### config.mk
export PLATFORM = sky130hd
export DESIGN_NAME = nns_fifo
export DESIGN_NICKNAME = d
export VERILOG_FILES = /design/src/rtl/nns_pkg.sv /design/src/rtl/nns_fifo.sv
export SDC_FILE = /design/constraint.sdc
export NUM_CORES = 1
export LEC_CHECK = 0
export BUFFER_PORTS_ARGS = -buffer_cell sky130_fd_sc_hd__buf_4
export CORE_UTILIZATION = 57
export CTS_CLUSTER_SIZE = 28
export DETAILED_ROUTE_END_ITERATION = 16
export PLACE_DENSITY = 0.79
export SLEW_MARGIN = 40
export SYNTH_ARGS = -nofsm -noshare
export SYNTH_HDL_FRONTEND = slang
export SYNTH_SLANG_ARGS = --single-unit
export TNS_END_PERCENT = 5
### constraint.sdc
create_clock -name clk -period 3.8 [get_ports clk]
set_input_delay 0.57 -clock clk [delete_from_list [all_inputs] [get_ports clk]]
set_output_delay 0.57 -clock clk [all_outputs]
set_load 0.1 [all_outputs]
### src/rtl/nns_pkg.sv
// Shared constants, types and field layout for the nearest-neighbor scaler.
package nns_pkg;

  localparam int MAX_SOURCE_DIM = 256;
  localparam int MAX_TARGET_DIM = 32768;

  localparam int SDW  = $clog2(MAX_SOURCE_DIM) + 1;
  localparam int SQW  = $clog2(MAX_SOURCE_DIM);
  localparam int TDW  = $clog2(MAX_TARGET_DIM) + 1;
  localparam int LCW  = 8;
  localparam int FCW  = 15;
  localparam int PIXW = 32;
  localparam int AW   = $clog2(MAX_SOURCE_DIM * MAX_SOURCE_DIM);
  localparam int DVW  = FCW + SDW;
  localparam int CW   = (DVW > TDW + SQW) ? DVW : TDW + SQW;
  localparam int CFGW = 16;
  localparam int CIW  = 2;

  localparam int S_TDATA_W  = 80;
  localparam int LX_LSB     = 0;
  localparam int LY_LSB     = LX_LSB + LCW;
  localparam int LPIX_LSB   = LY_LSB + LCW;
  localparam int FX_LSB     = LPIX_LSB + PIXW;
  localparam int FY_LSB     = FX_LSB + FCW;

  localparam int QDEPTH = 4;
  localparam int QAW    = $clog2(QDEPTH);
  localparam int ODEPTH = 16;
  localparam int OAW    = $clog2(ODEPTH);
  localparam int RW     = $clog2(ODEPTH + 1);

  typedef enum logic [CIW-1:0] {
    CFG_SRC_W = 2'd0,
    CFG_SRC_H = 2'd1,
    CFG_TGT_W = 2'd2,
    CFG_TGT_H = 2'd3
  } cfg_idx_t;

  typedef enum logic {
    OP_LOAD  = 1'b0,
    OP_FETCH = 1'b1
  } op_t;

  typedef enum logic [1:0] {
    KIND_LOAD  = 2'd0,
    KIND_FETCH = 2'd1,
    KIND_ERROR = 2'd2
  } kind_t;

  typedef struct packed {
    logic [TDW-1:0] dx;
    logic [TDW-1:0] dy;
  } dims_t;

  typedef struct packed {
    kind_t           kind;
    logic [AW-1:0]   addr;
    logic [PIXW-1:0] pix;
    logic [DVW-1:0]  px;
    logic [DVW-1:0]  py;
  } qent_t;

endpackage

### src/rtl/nns_fifo.sv
// Short queue between the front and back halves.
module nns_fifo (
  input  logic          clk,
  input  logic          rst,
  input  logic          push,
  input  nns_pkg::qent_t din,
  output logic          full,
  input  logic          pop,
  output nns_pkg::qent_t dout,
  output logic          empty
);

  nns_pkg::qent_t mem [nns_pkg::QDEPTH];
  logic [nns_pkg::QAW-1:0] wp;
  logic [nns_pkg::QAW-1:0] rp;
  logic [nns_pkg::QAW:0]   cnt;

  assign full  = cnt == (nns_pkg::QAW+1)'(nns_pkg::QDEPTH);
  assign empty = cnt == '0;
  assign dout  = mem[rp];

  always_ff @(posedge clk) begin
    if (push) begin
      mem[wp] <= din;
    end
    if (rst) begin
      wp  <= '0;
      rp  <= '0;
      cnt <= '0;
    end else begin
      if (push) begin
        wp <= (wp == nns_pkg::QAW'(nns_pkg::QDEPTH - 1)) ? '0 : wp + 1'b1;
      end
      if (pop) begin
        rp <= (rp == nns_pkg::QAW'(nns_pkg::QDEPTH - 1)) ? '0 : rp + 1'b1;
      end
      cnt <= cnt + (nns_pkg::QAW+1)'(push) - (nns_pkg::QAW+1)'(pop);
    end
  end

endmodule

==> results.ini <==
[floorplanning]
dieWidth_um = 161.9
initial_core_util_pct = 58.03
ioPinCount = 202
die_area_mm2 = 0.02621
fp-row-count = 58
die_h_um = 161.9
core_area_mm2 = 0.02511

[clock_tree]
cts_setup_buffers = 0
cts_tree = built
clock-sinks = 401
clk_latency_ns = 0.51
cts_buffer_depth = 3
htreeDepth = 2
numCtsBuffers = 39
cts_resized = 0
cts.clk_slew.worst_paths_ns = 0.06
holdBufCountCts = 0
cts_root_buffer = clkbuf_16

[global_routing]
grtUsageTotal_pct = 20.43
grt_pass1_wl_mm = 39.86
grt_pass1_vias = 6926
grt-ovfl-total = 0
antenna_found_initial = 1
grt_max_degree = 59

[critical_path]
arrival_ns = 2.35
slowest_delay_ns = 0.61
crit_path_cell_trace = buf_12, mux4_2, buf_4
critical_path_peak_fanout = 41
reg2reg_slack_ns = 1.79
cp.required_ns = 3.23
r2r_start = wp[0]$_SDFFE_PP0P_
r2r-end = mem[3][51]$_DFFE_PP_
start_kind = flip-flop
slowest_stage = dfxtp_4
cp-end-kind = output pin
worst_r2r_path_depth = 3
critPathKind = reg -> out

[job]
maxCapViolCount = 0

[final_layout]
final_layout_size_suffix_gt1_share_pct = 45.23
design_area_mm2 = 0.01769
fillCellCount = 1469
stdcell_count = 1138
fin_util_pct = 70.46
areaGrowthSynthToFinish_pct = 21.42
nNetsFinal = 892

[placement]
dpl.hpwl_mm = 15.77
dp_slack_ns = 1.345
postPlaceCellArea_mm2 = 0.01651
placedCellCount = 1071
place_congestion = 0.7165
portBuffers = 201

[yosys]
syn_inst = 555
syn_nets = 665
syn_area_per_cell_um2 = 26.25
synth_seq_cells = 401
ys_types = 20
syn_area_mm2 = 0.01457
ys_warn_count = 0
seq_area_frac_synth_pct = 82.03

[sta]
fin_crit_sh_pct = 76.87
timing.hold.ws_ns = 0.2570
rsz0062_at_grt = no
skew_ns = 0.01471
final-hold-violation-count = 0
max_freq_mhz = 342.4
period_minus_slack_ns = 2.921
finalSetupViolCount = 0
relSlewSlack_pct = 54.33
final.setup.tns_ns = 0
worst_pin_slew_ns = 0.6851
worst_slack_ns = 0.8790
slew_violations = 0

[pwr]
ir_drop_uv = 491.4
cellLeakagePower_nw = 5.961
power_mw = 10.59
p_per_area_mw_per_mm2 = 598.6

[status]
status = finished, final reports clean

[detailed_routing]
viasPerCell = 5.755
ant_nets = 0
initialDrtViolationCount = 527
dr.pass1.iters = 5
wl_mm = 26.16
drc_errors = 0
vias = 6549
avgRoutedWirePerCell_um = 22.99

[worst_hold_path]
whs_path_depth = 1
hold_path.startpoint = din[42]
hold_class = in -> reg
holdPathEnd = mem[1][42]$_DFFE_PP_

==> power by group <==
group	total [mW]	switching, mW	internal (mW)
clock network	3.57	1.48	2.09
registers	5.12	0.0684	5.05
logic	1.90	1.41	0.490
total	10.6	2.96	7.63
==> area by class of cell <==
type	instances	area, µm²	area share [%]
flip-flops and latches	401	11960	67.60
multi-input cells	126	2469	13.95
repair buffers	208	1649	9.322
clock buffers	49	1013	5.729
well taps	330	412.9	2.334
clock inverters	17	162.7	0.9194
inverters	6	22.52	0.1273
diodes	1	2.502	0.01415
==> registers in the layout, indices dropped and copies added (netlist names), named ones only <==
signal  flops
wp          2
rp          2
mem       392
cnt         3
==> synth_stat cells <==
| cell type | count | area share [%] |
|---|---|---|
| buf_2 | 11 | 0.38 |
| xor3_1 | 1 | 0.16 |
| edfxtp_1 | 392 | 81 |
| nor2_1 | 3 | 0.077 |
| mux2i_1 | 2 | 0.14 |
| and2_1 | 4 | 0.17 |
| nand2b_1 | 2 | 0.086 |
| nor2b_1 | 2 | 0.086 |
| fa_1 | 1 | 0.14 |
| mux4_2 | 98 | 15 |
| clkbuf_1 | 7 | 0.18 |
| buf_8 | 3 | 0.31 |
| ha_1 | 7 | 0.60 |
| and3_1 | 1 | 0.043 |
| nor3_1 | 1 | 0.034 |
| a21oi_1 | 2 | 0.069 |
| buf_6 | 1 | 0.077 |
| inv_1 | 6 | 0.15 |
| dfxtp_1 | 9 | 1.2 |
| or3b_2 | 2 | 0.12 |
==> cells in the final DEF (no fill, tap or decap) <==
cell	synthesis	routed
edfxtp_1	392	392
clkbuf_1	7	10
nor2_1	3	3
clkinv_2	0	6
diode_2	0	1
inv_1	6	6
dfxtp_1	9	7
nor3_1	1	1
buf_12	0	7
ha_1	7	7
xor3_1	1	1
and2_4	0	4
nor2b_1	2	2
or3b_2	2	2
a21oi_1	2	2
dfxtp_4	0	2
mux4_2	98	98
fa_1	1	1
and3_1	1	1
clkinvlp_4	0	2
nand2b_1	2	2
clkbuf_16	0	39
mux2i_1	2	2
clkinv_1	0	5
buf_4	0	201
bufinv_16	0	3
inv_6	0	1
==> kinds of logic (layout without fill, tap and decap cells) <==
group / count (synthesis) / after routing / share of synthesized area [%]
flops: 401 / 401 / 82.03
other cells: 0 / 1 / 0
compound gates: 2 / 2 / 0.06870
buf+inv: 28 / 280 / 1.099
simple gates: 15 / 15 / 0.6182
xor+xnor: 1 / 1 / 0.1631
mux: 100 / 100 / 15.29
fa+ha+maj: 8 / 8 / 0.7385
==> critical path: cells and delay by family, from the launching register on <==
kind | cells | cell delay [ns]
muxes | 1 | 0.59
DFF | 1 | 0.61
buffers and inverters | 2 | 0.63
==> metal layers <==
metal / GRT usage [%] / up-vias / share of wire (%)
met2: 33.48 / 274 / 51
met1: 28.28 / 3410 / 40
met3: 5.337 / 30 / 8.3
met4: 3.945 / 0 / 1.2
li1: - / 2835 / -
met5: 0 / - / 0
==> how the worst max path moves through the flow <==
stage / start / to / depth (start not counted)
after detailed placement: flip-flop / dout[63] / 3
after floorplan: push / mem[0][0]$_DFFE_PP_ / 1
after global placement: flip-flop / dout[8] / 3
after global routing: flip-flop / dout[8] / 3
final: flip-flop / dout[87] / 3
after CTS: flip-flop / dout[15] / 3
Note: power is estimated with default switching activity, not from simulation.
