===== config.mk =====
export PLATFORM = sky130hd
export DESIGN_NAME = nns_front
export DESIGN_NICKNAME = d
export VERILOG_FILES = /design/src/rtl/nns_pkg.sv /design/src/rtl/nns_front.sv
export SDC_FILE = /design/constraint.sdc
export NUM_CORES = 1
export LEC_CHECK = 0
export ABC_AREA = 1
export BUFFER_PORTS_ARGS = -buffer_cell sky130_fd_sc_hd__buf_2
export CELL_PAD_IN_SITES_DETAIL_PLACEMENT = 1
export CELL_PAD_IN_SITES_GLOBAL_PLACEMENT = 2
export CORE_UTILIZATION = 35
export DETAILED_ROUTE_END_ITERATION = 12
export PLACE_DENSITY_LB_ADDON = 0.1
export RECOVER_POWER = 25
export SYNTH_ARGS = -nofsm -noshare
export SYNTH_HDL_FRONTEND = slang
export SYNTH_SLANG_ARGS = --single-unit

===== constraint.sdc =====
create_clock -name clk -period 9.6 [get_ports clk]
set_input_delay 1.92 -clock clk [delete_from_list [all_inputs] [get_ports clk]]
set_output_delay 1.92 -clock clk [all_outputs]
set_load 0.01 [all_outputs]

===== src/rtl/nns_pkg.sv =====
// Shared constants, types and field layout for the nearest-neighbor scaler.
package nns_pkg;

  localparam int MAX_SOURCE_DIM = 256;
  localparam int MAX_TARGET_DIM = 32768;

  localparam int SDW  = $clog2(MAX_SOURCE_DIM) + 1;
  localparam int SQW  = $clog2(MAX_SOURCE_DIM);
  localparam int TDW  = $clog2(MAX_TARGET_DIM) + 1;
  localparam int LCW  = 8;
  localparam int FCW  = 15;
  localparam int PIXW = 32;
  localparam int AW   = $clog2(MAX_SOURCE_DIM * MAX_SOURCE_DIM);
  localparam int DVW  = FCW + SDW;
  localparam int CW   = (DVW > TDW + SQW) ? DVW : TDW + SQW;
  localparam int CFGW = 16;
  localparam int CIW  = 2;

  localparam int S_TDATA_W  = 80;
  localparam int LX_LSB     = 0;
  localparam int LY_LSB     = LX_LSB + LCW;
  localparam int LPIX_LSB   = LY_LSB + LCW;
  localparam int FX_LSB     = LPIX_LSB + PIXW;
  localparam int FY_LSB     = FX_LSB + FCW;

  localparam int QDEPTH = 4;
  localparam int QAW    = $clog2(QDEPTH);
  localparam int ODEPTH = 16;
  localparam int OAW    = $clog2(ODEPTH);
  localparam int RW     = $clog2(ODEPTH + 1);

  typedef enum logic [CIW-1:0] {
    CFG_SRC_W = 2'd0,
    CFG_SRC_H = 2'd1,
    CFG_TGT_W = 2'd2,
    CFG_TGT_H = 2'd3
  } cfg_idx_t;

  typedef enum logic {
    OP_LOAD  = 1'b0,
    OP_FETCH = 1'b1
  } op_t;

  typedef enum logic [1:0] {
    KIND_LOAD  = 2'd0,
    KIND_FETCH = 2'd1,
    KIND_ERROR = 2'd2
  } kind_t;

  typedef struct packed {
    logic [TDW-1:0] dx;
    logic [TDW-1:0] dy;
  } dims_t;

  typedef struct packed {
    kind_t           kind;
    logic [AW-1:0]   addr;
    logic [PIXW-1:0] pix;
    logic [DVW-1:0]  px;
    logic [DVW-1:0]  py;
  } qent_t;

endpackage


===== src/rtl/nns_front.sv =====
// Front half: configuration registers, beat classification and coordinate products.
module nns_front (
  input  logic                           clk,
  input  logic                           rst,
  input  logic                           cfg_we,
  input  logic [nns_pkg::CIW-1:0]        cfg_index,
  input  logic [nns_pkg::CFGW-1:0]       cfg_data,
  input  logic                           s_tvalid,
  output logic                           s_tready,
  input  logic [nns_pkg::S_TDATA_W-1:0]  s_tdata,
  input  logic                           s_tuser,
  input  logic                           q_full,
  output logic                           q_push,
  output nns_pkg::qent_t                 q_ent,
  output nns_pkg::dims_t                 dims
);

  logic [nns_pkg::SDW-1:0] src_w;
  logic [nns_pkg::SDW-1:0] src_h;
  logic [nns_pkg::TDW-1:0] tgt_w;
  logic [nns_pkg::TDW-1:0] tgt_h;

  logic [nns_pkg::SDW-1:0]  sw;
  logic [nns_pkg::SDW-1:0]  sh;
  logic [nns_pkg::TDW-1:0]  tw;
  logic [nns_pkg::TDW-1:0]  th;
  logic [nns_pkg::LCW-1:0]  lx;
  logic [nns_pkg::LCW-1:0]  ly;
  logic [nns_pkg::PIXW-1:0] lpix;
  logic [nns_pkg::FCW-1:0]  fx;
  logic [nns_pkg::FCW-1:0]  fy;
  logic                     load_bad;
  logic                     fetch_bad;

  function automatic logic [nns_pkg::SDW-1:0] clamp_src(input logic [nns_pkg::SDW-1:0] v);
    logic [nns_pkg::SDW-1:0] r;
    if (v == '0) begin
      r = nns_pkg::SDW'(1);
    end else if (v > nns_pkg::SDW'(nns_pkg::MAX_SOURCE_DIM)) begin
      r = nns_pkg::SDW'(nns_pkg::MAX_SOURCE_DIM);
    end else begin
      r = v;
    end
    return r;
  endfunction

  function automatic logic [nns_pkg::TDW-1:0] clamp_tgt(input logic [nns_pkg::TDW-1:0] v);
    return (v > nns_pkg::TDW'(nns_pkg::MAX_TARGET_DIM)) ?
           nns_pkg::TDW'(nns_pkg::MAX_TARGET_DIM) : v;
  endfunction

  always_ff @(posedge clk) begin
    if (rst) begin
      src_w <= nns_pkg::SDW'(nns_pkg::MAX_SOURCE_DIM);
      src_h <= nns_pkg::SDW'(nns_pkg::MAX_SOURCE_DIM);
      tgt_w <= '0;
      tgt_h <= '0;
    end else if (cfg_we) begin
      unique case (nns_pkg::cfg_idx_t'(cfg_index))
        nns_pkg::CFG_SRC_W: src_w <= cfg_data[nns_pkg::SDW-1:0];
        nns_pkg::CFG_SRC_H: src_h <= cfg_data[nns_pkg::SDW-1:0];
        nns_pkg::CFG_TGT_W: tgt_w <= cfg_data[nns_pkg::TDW-1:0];
        nns_pkg::CFG_TGT_H: tgt_h <= cfg_data[nns_pkg::TDW-1:0];
        default: ;
      endcase
    end
  end

  always_comb begin
    sw = clamp_src(src_w);
    sh = clamp_src(src_h);
    tw = clamp_tgt(tgt_w);
    th = clamp_tgt(tgt_h);
    if (tw == '0 || th == '0) begin
      dims.dx = nns_pkg::TDW'(sw);
      dims.dy = nns_pkg::TDW'(sh);
    end else begin
      dims.dx = tw;
      dims.dy = th;
    end
  end

  assign lx   = s_tdata[nns_pkg::LX_LSB +: nns_pkg::LCW];
  assign ly   = s_tdata[nns_pkg::LY_LSB +: nns_pkg::LCW];
  assign lpix = s_tdata[nns_pkg::LPIX_LSB +: nns_pkg::PIXW];
  assign fx   = s_tdata[nns_pkg::FX_LSB +: nns_pkg::FCW];
  assign fy   = s_tdata[nns_pkg::FY_LSB +: nns_pkg::FCW];

  assign load_bad  = (nns_pkg::SDW'(lx) >= sw) || (nns_pkg::SDW'(ly) >= sh);
  assign fetch_bad = (nns_pkg::TDW'(fx) >= dims.dx) || (nns_pkg::TDW'(fy) >= dims.dy);

  assign s_tready = !q_full;
  assign q_push   = s_tvalid && !q_full;

  always_comb begin
    if (nns_pkg::op_t'(s_tuser) == nns_pkg::OP_LOAD) begin
      q_ent.kind = load_bad ? nns_pkg::KIND_ERROR : nns_pkg::KIND_LOAD;
    end else begin
      q_ent.kind = fetch_bad ? nns_pkg::KIND_ERROR : nns_pkg::KIND_FETCH;
    end
    q_ent.addr = nns_pkg::AW'(nns_pkg::AW'(ly) * nns_pkg::AW'(nns_pkg::MAX_SOURCE_DIM))
                 + nns_pkg::AW'(lx);
    q_ent.pix  = lpix;
    q_ent.px   = nns_pkg::DVW'(fx) * nns_pkg::DVW'(sw);
    q_ent.py   = nns_pkg::DVW'(fy) * nns_pkg::DVW'(sh);
  end

endmodule


==> impl_results.md <==
* Outcome: finished with violations
* Failing checks: capacitance limit, slew limit
* Core area at 33700 sq um
* Fmax at 0.114 GHz
* Mapped Cells at 1638
* Post-synthesis sequential area ratio at 0.0831
* Post-CTS Setup Bufs at 0
* Final Slew Violations at 51
* Min Tclk post-route at 8740 ps
* Layout net count at 2159
* Worst Path Max Fanout at 17
* First DRT Iteration DRCs at 378
* Worst-margin pin slew at 1720 ps
* Clk sinks at 50
* Yosys cell types at 41
* Share of the synthesized area in the top cell type at 0.306
* DRC viols at 0
* Diode count at 0
* Layout cells sized above 1 at 0.116
* Reg-to-Reg Start: src_h[8]$_SDFFE_PP1P_
* Worst EP required at 7680 ps
* Worst r2r dst: src_h[8]$_SDFFE_PP1P_
* First-pass GRT wire length at 60.9 mm
* DIE WIDTH at 188 um
* CP Cell Sequence: inv_1 > a21oi_1 > inv_1 > nand2_1 > nor2_1 > fa_1 > inv_1 > fa_1 > inv_1 > fa_1 > inv_1 > fa_1 > inv_1 > ha_1 > a21oi_1 > o21ai_0 > a211oi_1 > o21bai_1 > a21oi_1 > xor2_1 > buf_2
* Crit. End Element: output pin
* Slew headroom at -0.145
* Detailed Route WL at 36.8 mm
* R2R cell count at 2
* Skew-Pair Late Insertion Delay at 280 ps
* Top cell by count, worst path: inv_1
* Crit-path max cell delay at 850 ps
* Power per cell area at 84.0 nW/um^2
* Crit path max-delay cell type: dfxtp_1
* Worst path arrival time at 6820 ps
* Setup TNS at 0 ps
* All-Layer GR Usage at 0.216
* Synth Cell Area at 12000 sq um
* CTS H-tree depth at 2
* CTS Buffer Depth at 2
* Non-filler instance count after layout at 2186
* Largest cells by area after synthesis: fa_1 (31%), ha_1 (14%), inv_1 (12%)
* Chip Height at 188 um
* Setup Crit Path Kind: flop to output pin
* Synth warn at 0
* # hold bufs at CTS at 0
* Flops & latches, synth at 50
* Root buf cell: clkbuf_16
* Area leader, netlist: fa_1
* Vias per inst at 4.84
* Vias in the first global route at 11722
* Skew final at 0 ps
* P_leak at 0.00753 uW
* Number of I/O pins at 236
* Placer Congestion at 0.847
* Initial antenna violation count at 0
* Synth Net Count at 2060
* Number of port buffers at 169
* First-pass DRT Iterations at 4
* Final setup viols at 0
* DR WL/cell at 16.8 um
* Clk pin slew, worst setup/hold paths at 80 ps
* Post-DRT Antenna Nets at 0
* CTS tree: yes
* VDD IR-drop max at 92.9 uV
* Hold depth at 2
* Area delta synth->final at 9.08%
* Worst Setup Start Kind: flop
* Final period util at 0.910
* Total grt overflow at 0
* Initial Utilization at 0.357
* Max-Cap Viols at 1
* DR vias at 10591
* Overall Power at 1100 uW
* Largest net degree at the start of global routing at 51
* CTS buffer count at 5
* Post-CTS Resized at 0
* Hold EP: tgt_h[5]$_SDFFE_PP0P_
* Post-Syn Area per Cell at 7.35 sq um
* Die area at 35200 sq um
* Cells after DPL at 2178
* HP Class: flop to flop
* Dpl hpwl at 31.5 mm
* R2r setup slk at 8060 ps
* Hold_sp: tgt_h[5]$_SDFFE_PP0P_
* RSZ-0062 raised after global routing: no
* Final Hold Vio Count at 0
* Row count at 67
-- state kept, by name, indices dropped and copies added, names as in the netlist --
signal and cells:
src_w 9, src_h 9, tgt_w 16, tgt_h 16
-- area by class of cell --
cell class              instances  area [sq um]
fillers                      4363         20600
multi-input cells            1116          9070
inverters                     387          1450
flip-flops and latches         50          1000
repair buffers                177           902
well taps                     448           561
clock buffers                   5           125
clock inverters                 3          28.8
-- per-stage QoR --
step                      setup WS, ps  area (sq um)  utilization  hold WS (ps)
after global routing               400         13100        0.390           499
after CTS                          897         13100        0.390           473
after floorplan                   1880         12000            -           437
after detailed placement          1170         13000        0.385           459
after global placement            1160         13000        0.385           455
final                              861         13100        0.390           473
-- cells in the mapped netlist --
cell         n
inv_1      382
a211oi_1     4
nor2_1     221
and2_1       1
xnor2_1     11
xor2_1      27
a21o_1       5
o31ai_1      3
nor3b_1      1
o211ai_1     7
buf_6        2
o21ai_2      7
buf_2        4
nor3_1      19
nand2_2      4
nor3_2       1
o21bai_1     1
nor4_1       8
nand3b_1     1
o21a_1       1
fa_1       184
buf_1        1
buf_4       49
ha_1       134
nand3_2      2
o221ai_1     1
clkbuf_1    29
o21ai_0     78
nand2_1    244
a311oi_1     1
inv_2        2
clkinv_1     3
a21oi_1     89
dfxtp_1     50
o2111ai_1    1
a31oi_1      3
nor2_2       2
a21boi_0     4
nand3_1     38
o21ai_1      3
nand4_1     10
-- how the worst max path moves through the flow --
| stage | endpoint | depth (start not counted) | start | slack (ps) |
|---|---|---|---|---|
| global route | q_ent[23] | 21 | src_h[8]$_SDFFE_PP1P_ | 400 |
| floorplan | q_ent[45] | 24 | s_tdata[53] | 1880 |
| CTS | q_ent[23] | 21 | src_h[8]$_SDFFE_PP1P_ | 900 |
| detailed placement | q_ent[45] | 26 | s_tdata[53] | 1170 |
| finish | q_ent[23] | 21 | src_h[8]$_SDFFE_PP1P_ | 860 |
| global placement | q_ent[23] | 19 | s_tdata[64] | 1160 |
-- logic make-up after synthesis --
| kind of cell | count (synthesis) | share of synthesized area |
|---|---|---|
| AOI/OAI and AO/OA | 208 | 0.0950 |
| buffers and inverters | 472 | 0.164 |
| and+or+nand+nor | 552 | 0.185 |
| DFF | 50 | 0.0831 |
| xor gates and xnor gates | 38 | 0.0276 |
| adders and majority gates | 318 | 0.445 |
-- layout by cell type, fill, tap and decap left out, drive strengths merged, types with 3 or more instances in the layout --
| cell type | n |
|---|---|
| inv | 385 |
| clkbuf | 6 |
| dfxtp | 50 |
| o21ai | 88 |
| nor2 | 223 |
| o31ai | 3 |
| nor4 | 8 |
| a21boi | 4 |
| xor2 | 27 |
| a211oi | 4 |
| o211ai | 7 |
| xnor2 | 11 |
| ha | 134 |
| buf | 176 |
| a31oi | 3 |
| nor3 | 20 |
| a21o | 5 |
| clkinv | 5 |
| nand3 | 40 |
| a21oi | 89 |
| fa | 184 |
| nand4 | 10 |
| nand2 | 248 |
-- where the power goes --
| group | internal [uW] | switching (uW) |
|---|---|---|
| clock | 99.6 | 86.3 |
| sequential | 218 | 10.9 |
| combinational | 252 | 436 |
-- routing by layer --
metal | routed length, um | global-route usage | share of wire
met5 | 0 | 0 | 0
met4 | 416 | 0.0313 | 0.011
met3 | 873 | 0.0120 | 0.024
met2 | 18500 | 0.406 | 0.50
met1 | 16900 | 0.277 | 0.46
-- worst max-delay path, delay by kind of cell, from the launching register on --
family / cells / cell delay (ps)
xor gates and xnor gates: 1 / 160
DFF: 1 / 850
adders and majority gates: 5 / 2420
buffers and inverters: 7 / 830
AOI/OAI and AO/OA: 6 / 1480
and+or+nand+nor: 2 / 780
Note: power is estimated with default switching activity, not from simulation.
